### src/design/mcd_pkg.sv
// Types, constants and decode functions of the multiplexed clock display core.
package mcd_pkg;

    localparam int CFG_INDEX_W = 3;
    localparam int CFG_DATA_W  = 8;
    localparam int DIGIT_COUNT = 4;
    localparam int SCAN_W      = $clog2(DIGIT_COUNT);

    typedef enum logic [CFG_INDEX_W-1:0] {
        REG_START_DELAY   = 3'd0,
        REG_SCAN_PERIOD   = 3'd1,
        REG_DOT_PERIOD    = 3'd2,
        REG_SECOND_PERIOD = 3'd3,
        REG_LED_PERIOD    = 3'd4
    } cfg_reg_t;

    localparam logic [7:0] START_DELAY_RST   = 8'd50;
    localparam logic [7:0] SCAN_PERIOD_RST   = 8'd25;
    localparam logic [7:0] DOT_PERIOD_RST    = 8'd50;
    localparam logic [7:0] SECOND_PERIOD_RST = 8'd100;
    localparam logic [7:0] LED_PERIOD_RST    = 8'd200;

    localparam logic [4:0] HOURS_RST   = 5'd15;
    localparam logic [5:0] MINUTES_RST = 6'd8;
    localparam logic [5:0] SECONDS_RST = 6'd50;

    localparam logic [4:0] HOURS_LAST = 5'd23;
    localparam logic [5:0] MINSEC_LAST = 6'd59;

    localparam logic [3:0] DIGIT_RST [DIGIT_COUNT] = '{4'd1, 4'd5, 4'd0, 4'd8};

    localparam logic [6:0] SEG_BLANK = 7'h7F;

    typedef struct packed {
        logic [6:0] segments;
        logic [3:0] digit_enable;
        logic       dot_level;
        logic       red_led_level;
        logic [4:0] hours_now;
        logic [5:0] minutes_now;
        logic [5:0] seconds_now;
    } result_t;

    // Active-low seven-segment pattern; codes above nine blank the digit.
    function automatic logic [6:0] seg_decode(input logic [3:0] v);
        logic [6:0] s;
        case (v)
            4'd0:    s = 7'h40;
            4'd1:    s = 7'h79;
            4'd2:    s = 7'h24;
            4'd3:    s = 7'h30;
            4'd4:    s = 7'h19;
            4'd5:    s = 7'h12;
            4'd6:    s = 7'h02;
            4'd7:    s = 7'h78;
            4'd8:    s = 7'h00;
            4'd9:    s = 7'h10;
            default: s = SEG_BLANK;
        endcase
        return s;
    endfunction

    // Tens digit of a value below 64, by comparison against the decades.
    function automatic logic [3:0] tens_of(input logic [5:0] v);
        logic [3:0] t;
        if (v >= 6'd60)      t = 4'd6;
        else if (v >= 6'd50) t = 4'd5;
        else if (v >= 6'd40) t = 4'd4;
        else if (v >= 6'd30) t = 4'd3;
        else if (v >= 6'd20) t = 4'd2;
        else if (v >= 6'd10) t = 4'd1;
        else                 t = 4'd0;
        return t;
    endfunction

    function automatic logic [3:0] units_of(input logic [5:0] v);
        logic [5:0] t;
        logic [5:0] u;
        t = {2'b00, tens_of(v)};
        u = v - {t[2:0], 3'b000} - {t[4:0], 1'b0};
        return u[3:0];
    endfunction

endpackage

### src/design/multiplexed_clock_display_core.sv
// Each accepted beat's result is registered in the output stage before it is offered.
// Throughput: one beat per cycle while the skid register is empty; a two-entry output
// stage (result plus skid register) keeps input ready while one result waits downstream.
// Timer, time-of-day and display state advance in the cycle a tick beat is accepted.
// Reset (rst_n low, asynchronous): time 15:08:50, digits 1 5 0 8, all countdowns
// at the start delay, display latches cleared, configuration at its defaults.
module multiplexed_clock_display_core (
    input  logic                               clk,
    input  logic                               rst_n,
    input  logic                               cfg_write,
    input  logic [mcd_pkg::CFG_INDEX_W-1:0]    cfg_index,
    input  logic [mcd_pkg::CFG_DATA_W-1:0]     cfg_data,
    input  logic                               in_valid,
    output logic                               in_ready,
    input  logic                               tick,
    output logic                               out_valid,
    input  logic                               out_ready,
    output logic [6:0]                         segments,
    output logic [3:0]                         digit_enable,
    output logic                               dot_level,
    output logic                               red_led_level,
    output logic [4:0]                         hours_now,
    output logic [5:0]                         minutes_now,
    output logic [5:0]                         seconds_now
);
    import mcd_pkg::*;

    logic [7:0] start_delay_reg, start_delay_next;
    logic [7:0] scan_period_reg, scan_period_next;
    logic [7:0] dot_period_reg, dot_period_next;
    logic [7:0] second_period_reg, second_period_next;
    logic [7:0] led_period_reg, led_period_next;

    logic [7:0] scan_cnt_reg, scan_cnt_next;
    logic [7:0] dot_cnt_reg, dot_cnt_next;
    logic [7:0] sec_cnt_reg, sec_cnt_next;
    logic [7:0] led_cnt_reg, led_cnt_next;

    logic [4:0] hours_reg, hours_next;
    logic [5:0] minutes_reg, minutes_next;
    logic [5:0] seconds_reg, seconds_next;

    logic [3:0] digit_reg [DIGIT_COUNT];
    logic [3:0] digit_next [DIGIT_COUNT];
    logic [SCAN_W-1:0] scan_idx_reg, scan_idx_next;

    logic [6:0] seg_latch_reg, seg_latch_next;
    logic [3:0] en_latch_reg, en_latch_next;
    logic       dot_latch_reg, dot_latch_next;
    logic       led_latch_reg, led_latch_next;

    logic    out_valid_reg, out_valid_next;
    logic    skid_valid_reg, skid_valid_next;
    result_t out_data_reg, out_data_next;
    result_t skid_data_reg, skid_data_next;

    logic       accept;
    logic       step;
    logic [7:0] scan_dec, dot_dec, sec_dec, led_dec;
    logic       scan_hit, dot_hit, sec_hit, led_hit;
    logic       minute_roll;
    result_t    result;

    assign in_ready = !skid_valid_reg;
    assign accept   = in_valid && in_ready;
    assign step     = accept && tick;

    // Countdowns wrap from zero, so a period of zero lasts 256 ticks.
    assign scan_dec = scan_cnt_reg - 8'd1;
    assign dot_dec  = dot_cnt_reg - 8'd1;
    assign sec_dec  = sec_cnt_reg - 8'd1;
    assign led_dec  = led_cnt_reg - 8'd1;
    assign scan_hit = (scan_dec == 8'd0);
    assign dot_hit  = (dot_dec == 8'd0);
    assign sec_hit  = (sec_dec == 8'd0);
    assign led_hit  = (led_dec == 8'd0);

    assign minute_roll = sec_hit && (seconds_reg >= MINSEC_LAST);

    always_comb
    begin
        start_delay_next   = start_delay_reg;
        scan_period_next   = scan_period_reg;
        dot_period_next    = dot_period_reg;
        second_period_next = second_period_reg;
        led_period_next    = led_period_reg;
        scan_cnt_next      = scan_cnt_reg;
        dot_cnt_next       = dot_cnt_reg;
        sec_cnt_next       = sec_cnt_reg;
        led_cnt_next       = led_cnt_reg;
        hours_next         = hours_reg;
        minutes_next       = minutes_reg;
        seconds_next       = seconds_reg;
        digit_next         = digit_reg;
        scan_idx_next      = scan_idx_reg;
        seg_latch_next     = seg_latch_reg;
        en_latch_next      = en_latch_reg;
        dot_latch_next     = dot_latch_reg;
        led_latch_next     = led_latch_reg;

        if (step)
        begin
            scan_cnt_next = scan_hit ? scan_period_reg : scan_dec;
            dot_cnt_next  = dot_hit ? dot_period_reg : dot_dec;
            sec_cnt_next  = sec_hit ? second_period_reg : sec_dec;
            led_cnt_next  = led_hit ? led_period_reg : led_dec;

            // The scan reads the buffer as it stood before any minute refresh.
            if (scan_hit)
            begin
                en_latch_next  = ~(4'b0001 << scan_idx_reg);
                seg_latch_next = seg_decode(digit_reg[scan_idx_reg]);
                scan_idx_next  = scan_idx_reg + SCAN_W'(1);
            end
            if (dot_hit)
            begin
                dot_latch_next = !dot_latch_reg;
            end
            if (led_hit)
            begin
                led_latch_next = !led_latch_reg;
            end
            if (sec_hit)
            begin
                seconds_next = minute_roll ? 6'd0 : seconds_reg + 6'd1;
            end
            if (minute_roll)
            begin
                if (minutes_reg >= MINSEC_LAST)
                begin
                    minutes_next = 6'd0;
                    hours_next   = (hours_reg >= HOURS_LAST) ? 5'd0 : hours_reg + 5'd1;
                end
                else
                begin
                    minutes_next = minutes_reg + 6'd1;
                end
                digit_next[0] = tens_of({1'b0, hours_next});
                digit_next[1] = units_of({1'b0, hours_next});
                digit_next[2] = tens_of(minutes_next);
                digit_next[3] = units_of(minutes_next);
            end
        end

        if (cfg_write)
        begin
            case (cfg_reg_t'(cfg_index))
                REG_START_DELAY:
                begin
                    start_delay_next = cfg_data;
                    scan_cnt_next    = cfg_data;
                    dot_cnt_next     = cfg_data;
                    sec_cnt_next     = cfg_data;
                    led_cnt_next     = cfg_data;
                end
                REG_SCAN_PERIOD:   scan_period_next   = cfg_data;
                REG_DOT_PERIOD:    dot_period_next    = cfg_data;
                REG_SECOND_PERIOD: second_period_next = cfg_data;
                REG_LED_PERIOD:    led_period_next    = cfg_data;
                default:           ;
            endcase
        end
    end

    always_comb
    begin
        result.segments      = seg_latch_next;
        result.digit_enable  = en_latch_next;
        result.dot_level     = dot_latch_next;
        result.red_led_level = led_latch_next;
        result.hours_now     = hours_next;
        result.minutes_now   = minutes_next;
        result.seconds_now   = seconds_next;
    end

    // The skid register only fills when a beat arrives while the result register
    // is held; input ready drops until it drains.
    always_comb
    begin
        out_valid_next  = out_valid_reg;
        out_data_next   = out_data_reg;
        skid_valid_next = skid_valid_reg;
        skid_data_next  = skid_data_reg;
        if (!out_valid_reg || out_ready)
        begin
            if (skid_valid_reg)
            begin
                out_valid_next  = 1'b1;
                out_data_next   = skid_data_reg;
                skid_valid_next = 1'b0;
            end
            else
            begin
                out_valid_next = accept;
                if (accept)
                begin
                    out_data_next = result;
                end
            end
        end
        else if (accept)
        begin
            skid_valid_next = 1'b1;
            skid_data_next  = result;
        end
    end

    always_ff @(posedge clk or negedge rst_n)
    begin
        if (!rst_n)
        begin
            start_delay_reg   <= START_DELAY_RST;
            scan_period_reg   <= SCAN_PERIOD_RST;
            dot_period_reg    <= DOT_PERIOD_RST;
            second_period_reg <= SECOND_PERIOD_RST;
            led_period_reg    <= LED_PERIOD_RST;
            scan_cnt_reg      <= START_DELAY_RST;
            dot_cnt_reg       <= START_DELAY_RST;
            sec_cnt_reg       <= START_DELAY_RST;
            led_cnt_reg       <= START_DELAY_RST;
            hours_reg         <= HOURS_RST;
            minutes_reg       <= MINUTES_RST;
            seconds_reg       <= SECONDS_RST;
            digit_reg         <= DIGIT_RST;
            scan_idx_reg      <= '0;
            seg_latch_reg     <= '0;
            en_latch_reg      <= '0;
            dot_latch_reg     <= 1'b0;
            led_latch_reg     <= 1'b0;
            out_valid_reg     <= 1'b0;
            skid_valid_reg    <= 1'b0;
        end
        else
        begin
            start_delay_reg   <= start_delay_next;
            scan_period_reg   <= scan_period_next;
            dot_period_reg    <= dot_period_next;
            second_period_reg <= second_period_next;
            led_period_reg    <= led_period_next;
            scan_cnt_reg      <= scan_cnt_next;
            dot_cnt_reg       <= dot_cnt_next;
            sec_cnt_reg       <= sec_cnt_next;
            led_cnt_reg       <= led_cnt_next;
            hours_reg         <= hours_next;
            minutes_reg       <= minutes_next;
            seconds_reg       <= seconds_next;
            digit_reg         <= digit_next;
            scan_idx_reg      <= scan_idx_next;
            seg_latch_reg     <= seg_latch_next;
            en_latch_reg      <= en_latch_next;
            dot_latch_reg     <= dot_latch_next;
            led_latch_reg     <= led_latch_next;
            out_valid_reg     <= out_valid_next;
            skid_valid_reg    <= skid_valid_next;
        end
    end

    always_ff @(posedge clk)
    begin
        out_data_reg  <= out_data_next;
        skid_data_reg <= skid_data_next;
    end

    assign out_valid     = out_valid_reg;
    assign segments      = out_data_reg.segments;
    assign digit_enable  = out_data_reg.digit_enable;
    assign dot_level     = out_data_reg.dot_level;
    assign red_led_level = out_data_reg.red_led_level;
    assign hours_now     = out_data_reg.hours_now;
    assign minutes_now   = out_data_reg.minutes_now;
    assign seconds_now   = out_data_reg.seconds_now;

endmodule

### config.mk
export PLATFORM = sky130hd
export DESIGN_NAME = multiplexed_clock_display_core
export DESIGN_NICKNAME = d
export VERILOG_FILES = /design/src/design/mcd_pkg.sv /design/src/design/multiplexed_clock_display_core.sv
export SDC_FILE = /design/constraint.sdc
export NUM_CORES = 1
export LEC_CHECK = 0
export BUFFER_PORTS_ARGS = -buffer_cell sky130_fd_sc_hd__buf_4
export CORE_MARGIN = 2
export CORE_UTILIZATION = 52
export CTS_BUF_LIST = sky130_fd_sc_hd__clkbuf_16
export CTS_CLUSTER_DIAMETER = 150
export DETAILED_ROUTE_END_ITERATION = 8
export PLACE_DENSITY = 0.73
export SLEW_MARGIN = 20
export SYNTH_ARGS = -nofsm -noshare
export SYNTH_HDL_FRONTEND = slang
export SYNTH_SLANG_ARGS = --single-unit
### constraint.sdc
create_clock -name clk -period 3.34 [get_ports clk]
set_input_delay 0.167 -clock clk [delete_from_list [all_inputs] [get_ports clk]]
set_output_delay 0.167 -clock clk [all_outputs]
set_load 0.1 [all_outputs]
==> Yosys cells after proc, flatten, opt, wreduce, memory -nomap -nowiden <==
Memory sizes are Yosys's and may differ from the RTL's.
Cells that the tools add are included.
{ "classes": {"n_addsub": 12, "magnitude_cmp": 16, "eq_ne": 4, "shift": 1, "muxes": 62, "n_bitwise": 3, "n_reduce_logical": 23} }
{ "op_table": {"columns": ["operator", "n"], "rows": [
  ["$mux W8", 16],
  ["$mux W30", 2],
  ["$mux W6", 8],
  ["$logic_not A8 Y1", 4],
  ["$mux W4", 8],
  ["$sub A8 B1 Y8 const B", 4],
  ["$ge A6 B6 Y1 const B", 5],
  ["$mux W5", 6],
  ["$mux W3", 7],
  ["$ge A5 B6 Y1 const B", 3],
  ["$reduce_and A2 Y1", 8],
  ["$sub A4 B4 Y4", 4],
  ["$ge A5 B5 Y1 const B", 3],
  ["$mux W7", 2],
  ["$add A6 B1 Y6 const B", 2],
  ["$ge A6 B5 Y1 const B", 2],
  ["$mux W1", 9],
  ["$bmux W4 S2", 1],
  ["$eq A3 B2 Y1 const B", 2],
  ["$ge A6 B4 Y1 const B", 1],
  ["$mux W2", 3],
  ["$add A5 B1 Y5 const B", 1],
  ["$ge A5 B4 Y1 const B", 1],
  ["$logic_not A1 Y1", 4],
  ["other kinds (12)", 15]
]} }
{ "totals": {"ff_bits": 174, "romBits": 112, "n_memories": 1} }
{ "memory_table": {"columns": ["name", "depth", "word_bits", "read_ports", "rd_ports_with_merged_regs", "wr", "line", "source"], "rows": [
  ["(name not given)", 16, 7, 1, 0, 0, "mcd_pkg.sv:47", "case (v)"]
]} }

==> Logic depth before layout (Yosys ltp) <==
{ "depth": {"depth_word": 16, "depth_mapped": 13, "mapped_depth_nobuf": 11} }

==> Worst setup path before layout <==
Ideal clock, no wire load.
{ "synth_path": {"kind": "reg-to-reg", "start": "register out_valid_reg, in the netlist out_valid", "end": "register skid_data_reg[0] (netlist name) (enable)", "setup_ns": 0.461, "t_arrival_ns": 3.420, "path_slack_ns": -0.541, "stages_incl_launch_ff": 3, "path_buffers": 0, "path_cell_list": "dfrtp_1 > nand2b_1 > nor3b_1"} }
{ "synth_via": {"elab_chain_cells": 4} }
{ "synth_lines": {"columns": ["element", "line", "source"], "rows": [
  ["start, declared", "multiplexed_clock_display_core.sv:52", "logic out_valid_reg, out_valid_next;"],
  ["start signal, assigned", "multiplexed_clock_display_core.sv:253", "out_valid_reg <= out_valid_next;"],
  ["$logic_not A1 Y1", "multiplexed_clock_display_core.sv:184", "if (!out_valid_reg || out_ready)"],
  ["$logic_or A1 B1 Y1", "multiplexed_clock_display_core.sv:184", null],
  ["$not A1 Y1 (no line)", null, null],
  ["$reduce_and A2 Y1 (no line)", null, null],
  ["end signal, assigned", "multiplexed_clock_display_core.sv:261", "skid_data_reg <= skid_data_next;"],
  ["end, declared", "multiplexed_clock_display_core.sv:55", "result_t skid_data_reg, skid_data_next;"]
]} }
No other way between the ends.
A chain may end at the register's enable or synchronous reset.

==> Worst setup path after layout <==
{ "layout_path": {"start": "register scan_cnt_reg[1]", "end": "register out_data_reg (netlist bit digit_enable[0]), data pin"} }
{ "layout_via": {"elab_chain_cells": 6} }
{ "layout_lines": {"columns": ["element", "line", "source"], "rows": [
  ["start, declared", "multiplexed_clock_display_core.sv:34", "logic [7:0] scan_cnt_reg, scan_cnt_next;"],
  ["start signal, assigned", "multiplexed_clock_display_core.sv:240", "scan_cnt_reg <= scan_cnt_next;"],
  ["$sub A8 B1 Y8", "multiplexed_clock_display_core.sv:69", "assign scan_dec = scan_cnt_reg - 8'd1;"],
  ["$logic_not A8 Y1", "multiplexed_clock_display_core.sv:73", "assign scan_hit = (scan_dec == 8'd0);"],
  ["$mux W4", "multiplexed_clock_display_core.sv:109", "if (scan_hit)"],
  ["$mux W4", "multiplexed_clock_display_core.sv:101", "if (step)"],
  ["via en_latch_next[0]", "multiplexed_clock_display_core.sv:48", "logic [3:0] en_latch_reg, en_latch_next;"],
  ["$mux W30", "multiplexed_clock_display_core.sv:195", "if (accept)"],
  ["$mux W30", "multiplexed_clock_display_core.sv:186", "if (skid_valid_reg)"],
  ["end signal, assigned", "multiplexed_clock_display_core.sv:260", "out_data_reg <= out_data_next;"],
  ["end, declared", "multiplexed_clock_display_core.sv:54", "result_t out_data_reg, out_data_next;"]
]} }
The timed path passes the listed nets, and every way through them passes these cells. The select of a mux whose other input is x is not followed.

==> metrics <==
status=complete, no violations; worst slew pin tran=1060 ps; Synth Cell Area=0.00838 sq mm; Worst-path clk slew=60 ps; vias in the first global route=5805; ANT nets after route=0; Post-synth ARST share=64.9%; Top Ports=49; Cell Count, Final, Fillers Out=1009; P&R area growth vs syn=15.9%; PortBufs=48; most frequent cells in the layout=86 x nand2_1, 75 x dfrtp_1, 68 x mux2_2; commonest non-fill, non-tap cell in the layout=nand2_1; setup TNS=0 ps; initial antenna violation count=0; Synth Register Bits=171; final setup fails=0; Hold Crit Depth=2; syn nets=762; crit path capture=digit_enable[0]; cell taking the most area after synthesis=dfrtp_1; Clk network pwr share=33.9%; ys flop type=dfrtp_1; filler instances=1220; CP startpoint kind=flop; CTS HTree Levels=4; Final Hold Viols=0; Starting Density=52.9%; Reg-to-Reg Start=scan_cnt_reg[1]; required time worst endpoint=3520 ps; EDFF count, synth=60; Synth area leaders=dfrtp_1 22%, edfxtp_1 22%, dfstp_2 11%; vias=5849; share of post-route cells with drive strength above 1=26.7%; Hold WC Path Type=in -> reg; Cell Int Power=4410 uW; worst-path fanout max=18; Post-Syn Instances=721; CTS Buffer Depth=2; total gr overflow=0; drt via density=5.80; CP arrival=3180 ps; clock latency on the worst-skew pair=430 ps; CTS Root Cell=clkbuf_16; post-synthesis sequential area ratio=55.2%; die extent in y=131 microns; RSZ-0062 raised after global routing=no; NetSw=1820 uW; max-cap violations=0; r2r endpoint=digit_enable[0]; Synth Area per Inst=11.6 sq um; TritonCTS clock tree=yes; nets=821; combinational power share=19.1%; Iter 0 DRT Violations=473; Netlist cell types=68; die width=131 microns; Leak=0.00395 uW; Pre-antenna DRT Iters=4; Storage cell area=0.00462 sq mm; CP startpoint=scan_cnt_reg[1]; area of the multi-input gates=0.00354 sq mm; wire per inst=17.3 microns; critical path capture point type=flop; pin count of the biggest net entering global routing=53; switching share of total power=29.1%; WHS=22.2 ps; GP Congestion=0.858; CTS Sinks=171; Crit Path Category=reg -> reg; PostCTS Resize Cnt=0; headroom to the max-slew limit=29.3%; first-pass GRT wire length=28900 microns; Worst Skew=7.00 ps; Antenna diodes=0; YS warnings=0; # DRC=0; crit path time final=3000 ps; PwrDens=642 mW/mm^2; Overall Global Routing Usage=22.0%; Slew Viols, Final=0; part of the power in registers=46.9%; detailed placement HPWL=12100 microns; slack of the worst reg-to-reg path=340 ps; Max Fclk=333 MHz; Yosys top cell area share=22.4%; Max IR drop VDD=396 uV; reg2reg path depth=9; CORE AREA=0.0158 sq mm; total CTS buffers=17; cell row count=46; Cells after DPL=974; DIE AREA=0.0171 sq mm; fin crit share=89.9%; Largest register FFs=30; WL final=17500 microns
## per-layer routing
metal	wire (microns)	part of all wire, %	vias to the layer above	track usage (%)
met4	306	1.8	0	8.01
met2	8280	47	127	35.7
li1	-	-	2769	-
met3	627	3.6	22	4.19
met1	8260	47	2931	29.7
met5	0	0	-	0
## cell type report
| cell class | count | share of cell area (%) |
|---|---|---|
| well taps | 216 | 2.78 |
| inverters | 22 | 0.851 |
| repair buffers | 71 | 5.70 |
| multi-input cells | 497 | 36.5 |
| flip-flops and latches | 171 | 47.6 |
| clock inverters | 14 | 1.92 |
| clock buffers | 18 | 4.64 |
## cell usage after synthesis, types with 3 or more instances
library cell / instances
nand3_1: 22
nand2_1: 86
xnor2_1: 20
clkbuf_1: 19
o21ai_0: 50
dfstp_2: 36
buf_2: 6
and3_1: 6
nor3b_1: 7
o211ai_1: 5
a31oi_1: 25
buf_1: 4
a21o_1: 10
nand2b_1: 3
dfrtp_1: 75
o31ai_1: 10
a211oi_1: 7
ha_1: 24
nand4_1: 5
edfxtp_1: 60
a21oi_1: 19
o21a_1: 5
nor3_1: 18
nor4_1: 9
mux2i_1: 3
nor2_1: 27
xor2_1: 19
inv_1: 22
mux2_2: 68
## power groups by stage
stage               clock network [uW]  registers (uW)  logic, uW
finish                            2110            2920       1190
global route                      2230            2970       1290
CTS                               2150            2910       1190
detailed placement                   0            2940       1180
global placement                     0            2930       1140
floorplan                            0            3090        731
## metrics by stage
step                      power, uW  util [%]  instance area (sq um)  worst slack (ps)
after floorplan                3820         -                   8380               473
after global placement         4070      57.1                   9040               445
after detailed placement       4120      57.1                   9040               362
after CTS                      6260      61.3                   9710               329
after global routing           6490      61.3                   9710               110
final                          6230      61.3                   9710               336
## worst min path at each step
| stage | start | to | slack (ps) |
|---|---|---|---|
| after detailed placement | rst_n | led_latch_reg | 260 |
| after global placement | rst_n | hours_reg[4] | 250 |
| after CTS | cfg_data[7] | second_period_reg[7] | 10 |
| after floorplan | rst_n | digit_reg[0] | -130 |
| after global routing | cfg_data[5] | second_period_reg[5] | 20 |
| final | cfg_data[7] | second_period_reg[7] | 20 |
## cell families after synthesis
| family | after synthesis | synth area share, % |
|---|---|---|
| compound gates | 156 | 12.3 |
| xor+xnor | 40 | 4.36 |
| mux | 75 | 10.4 |
| flops | 171 | 55.2 |
| fa+ha+maj | 26 | 3.82 |
| simple gates | 200 | 11.3 |
| buf+inv | 53 | 2.64 |
## worst max-delay path: stages (launching register included)
cell and delay [ps]:
dfstp_2 570, inv_1 90, ha_1 260, xnor2_1 170, nand4_1 160, a221oi_2 420
nand2_1 450, nand2_1 180, o21ai_0 160, mux2_2 310
## repair_timing
item / CTS / global route
setup endpoints to repair: 0 / 0
endpoints found under the hold margin: 33 / 0
hold buffers: 3 / 0
buffers inserted: 0 / 0
No activity file was read; power rests on OpenSTA's default activity.
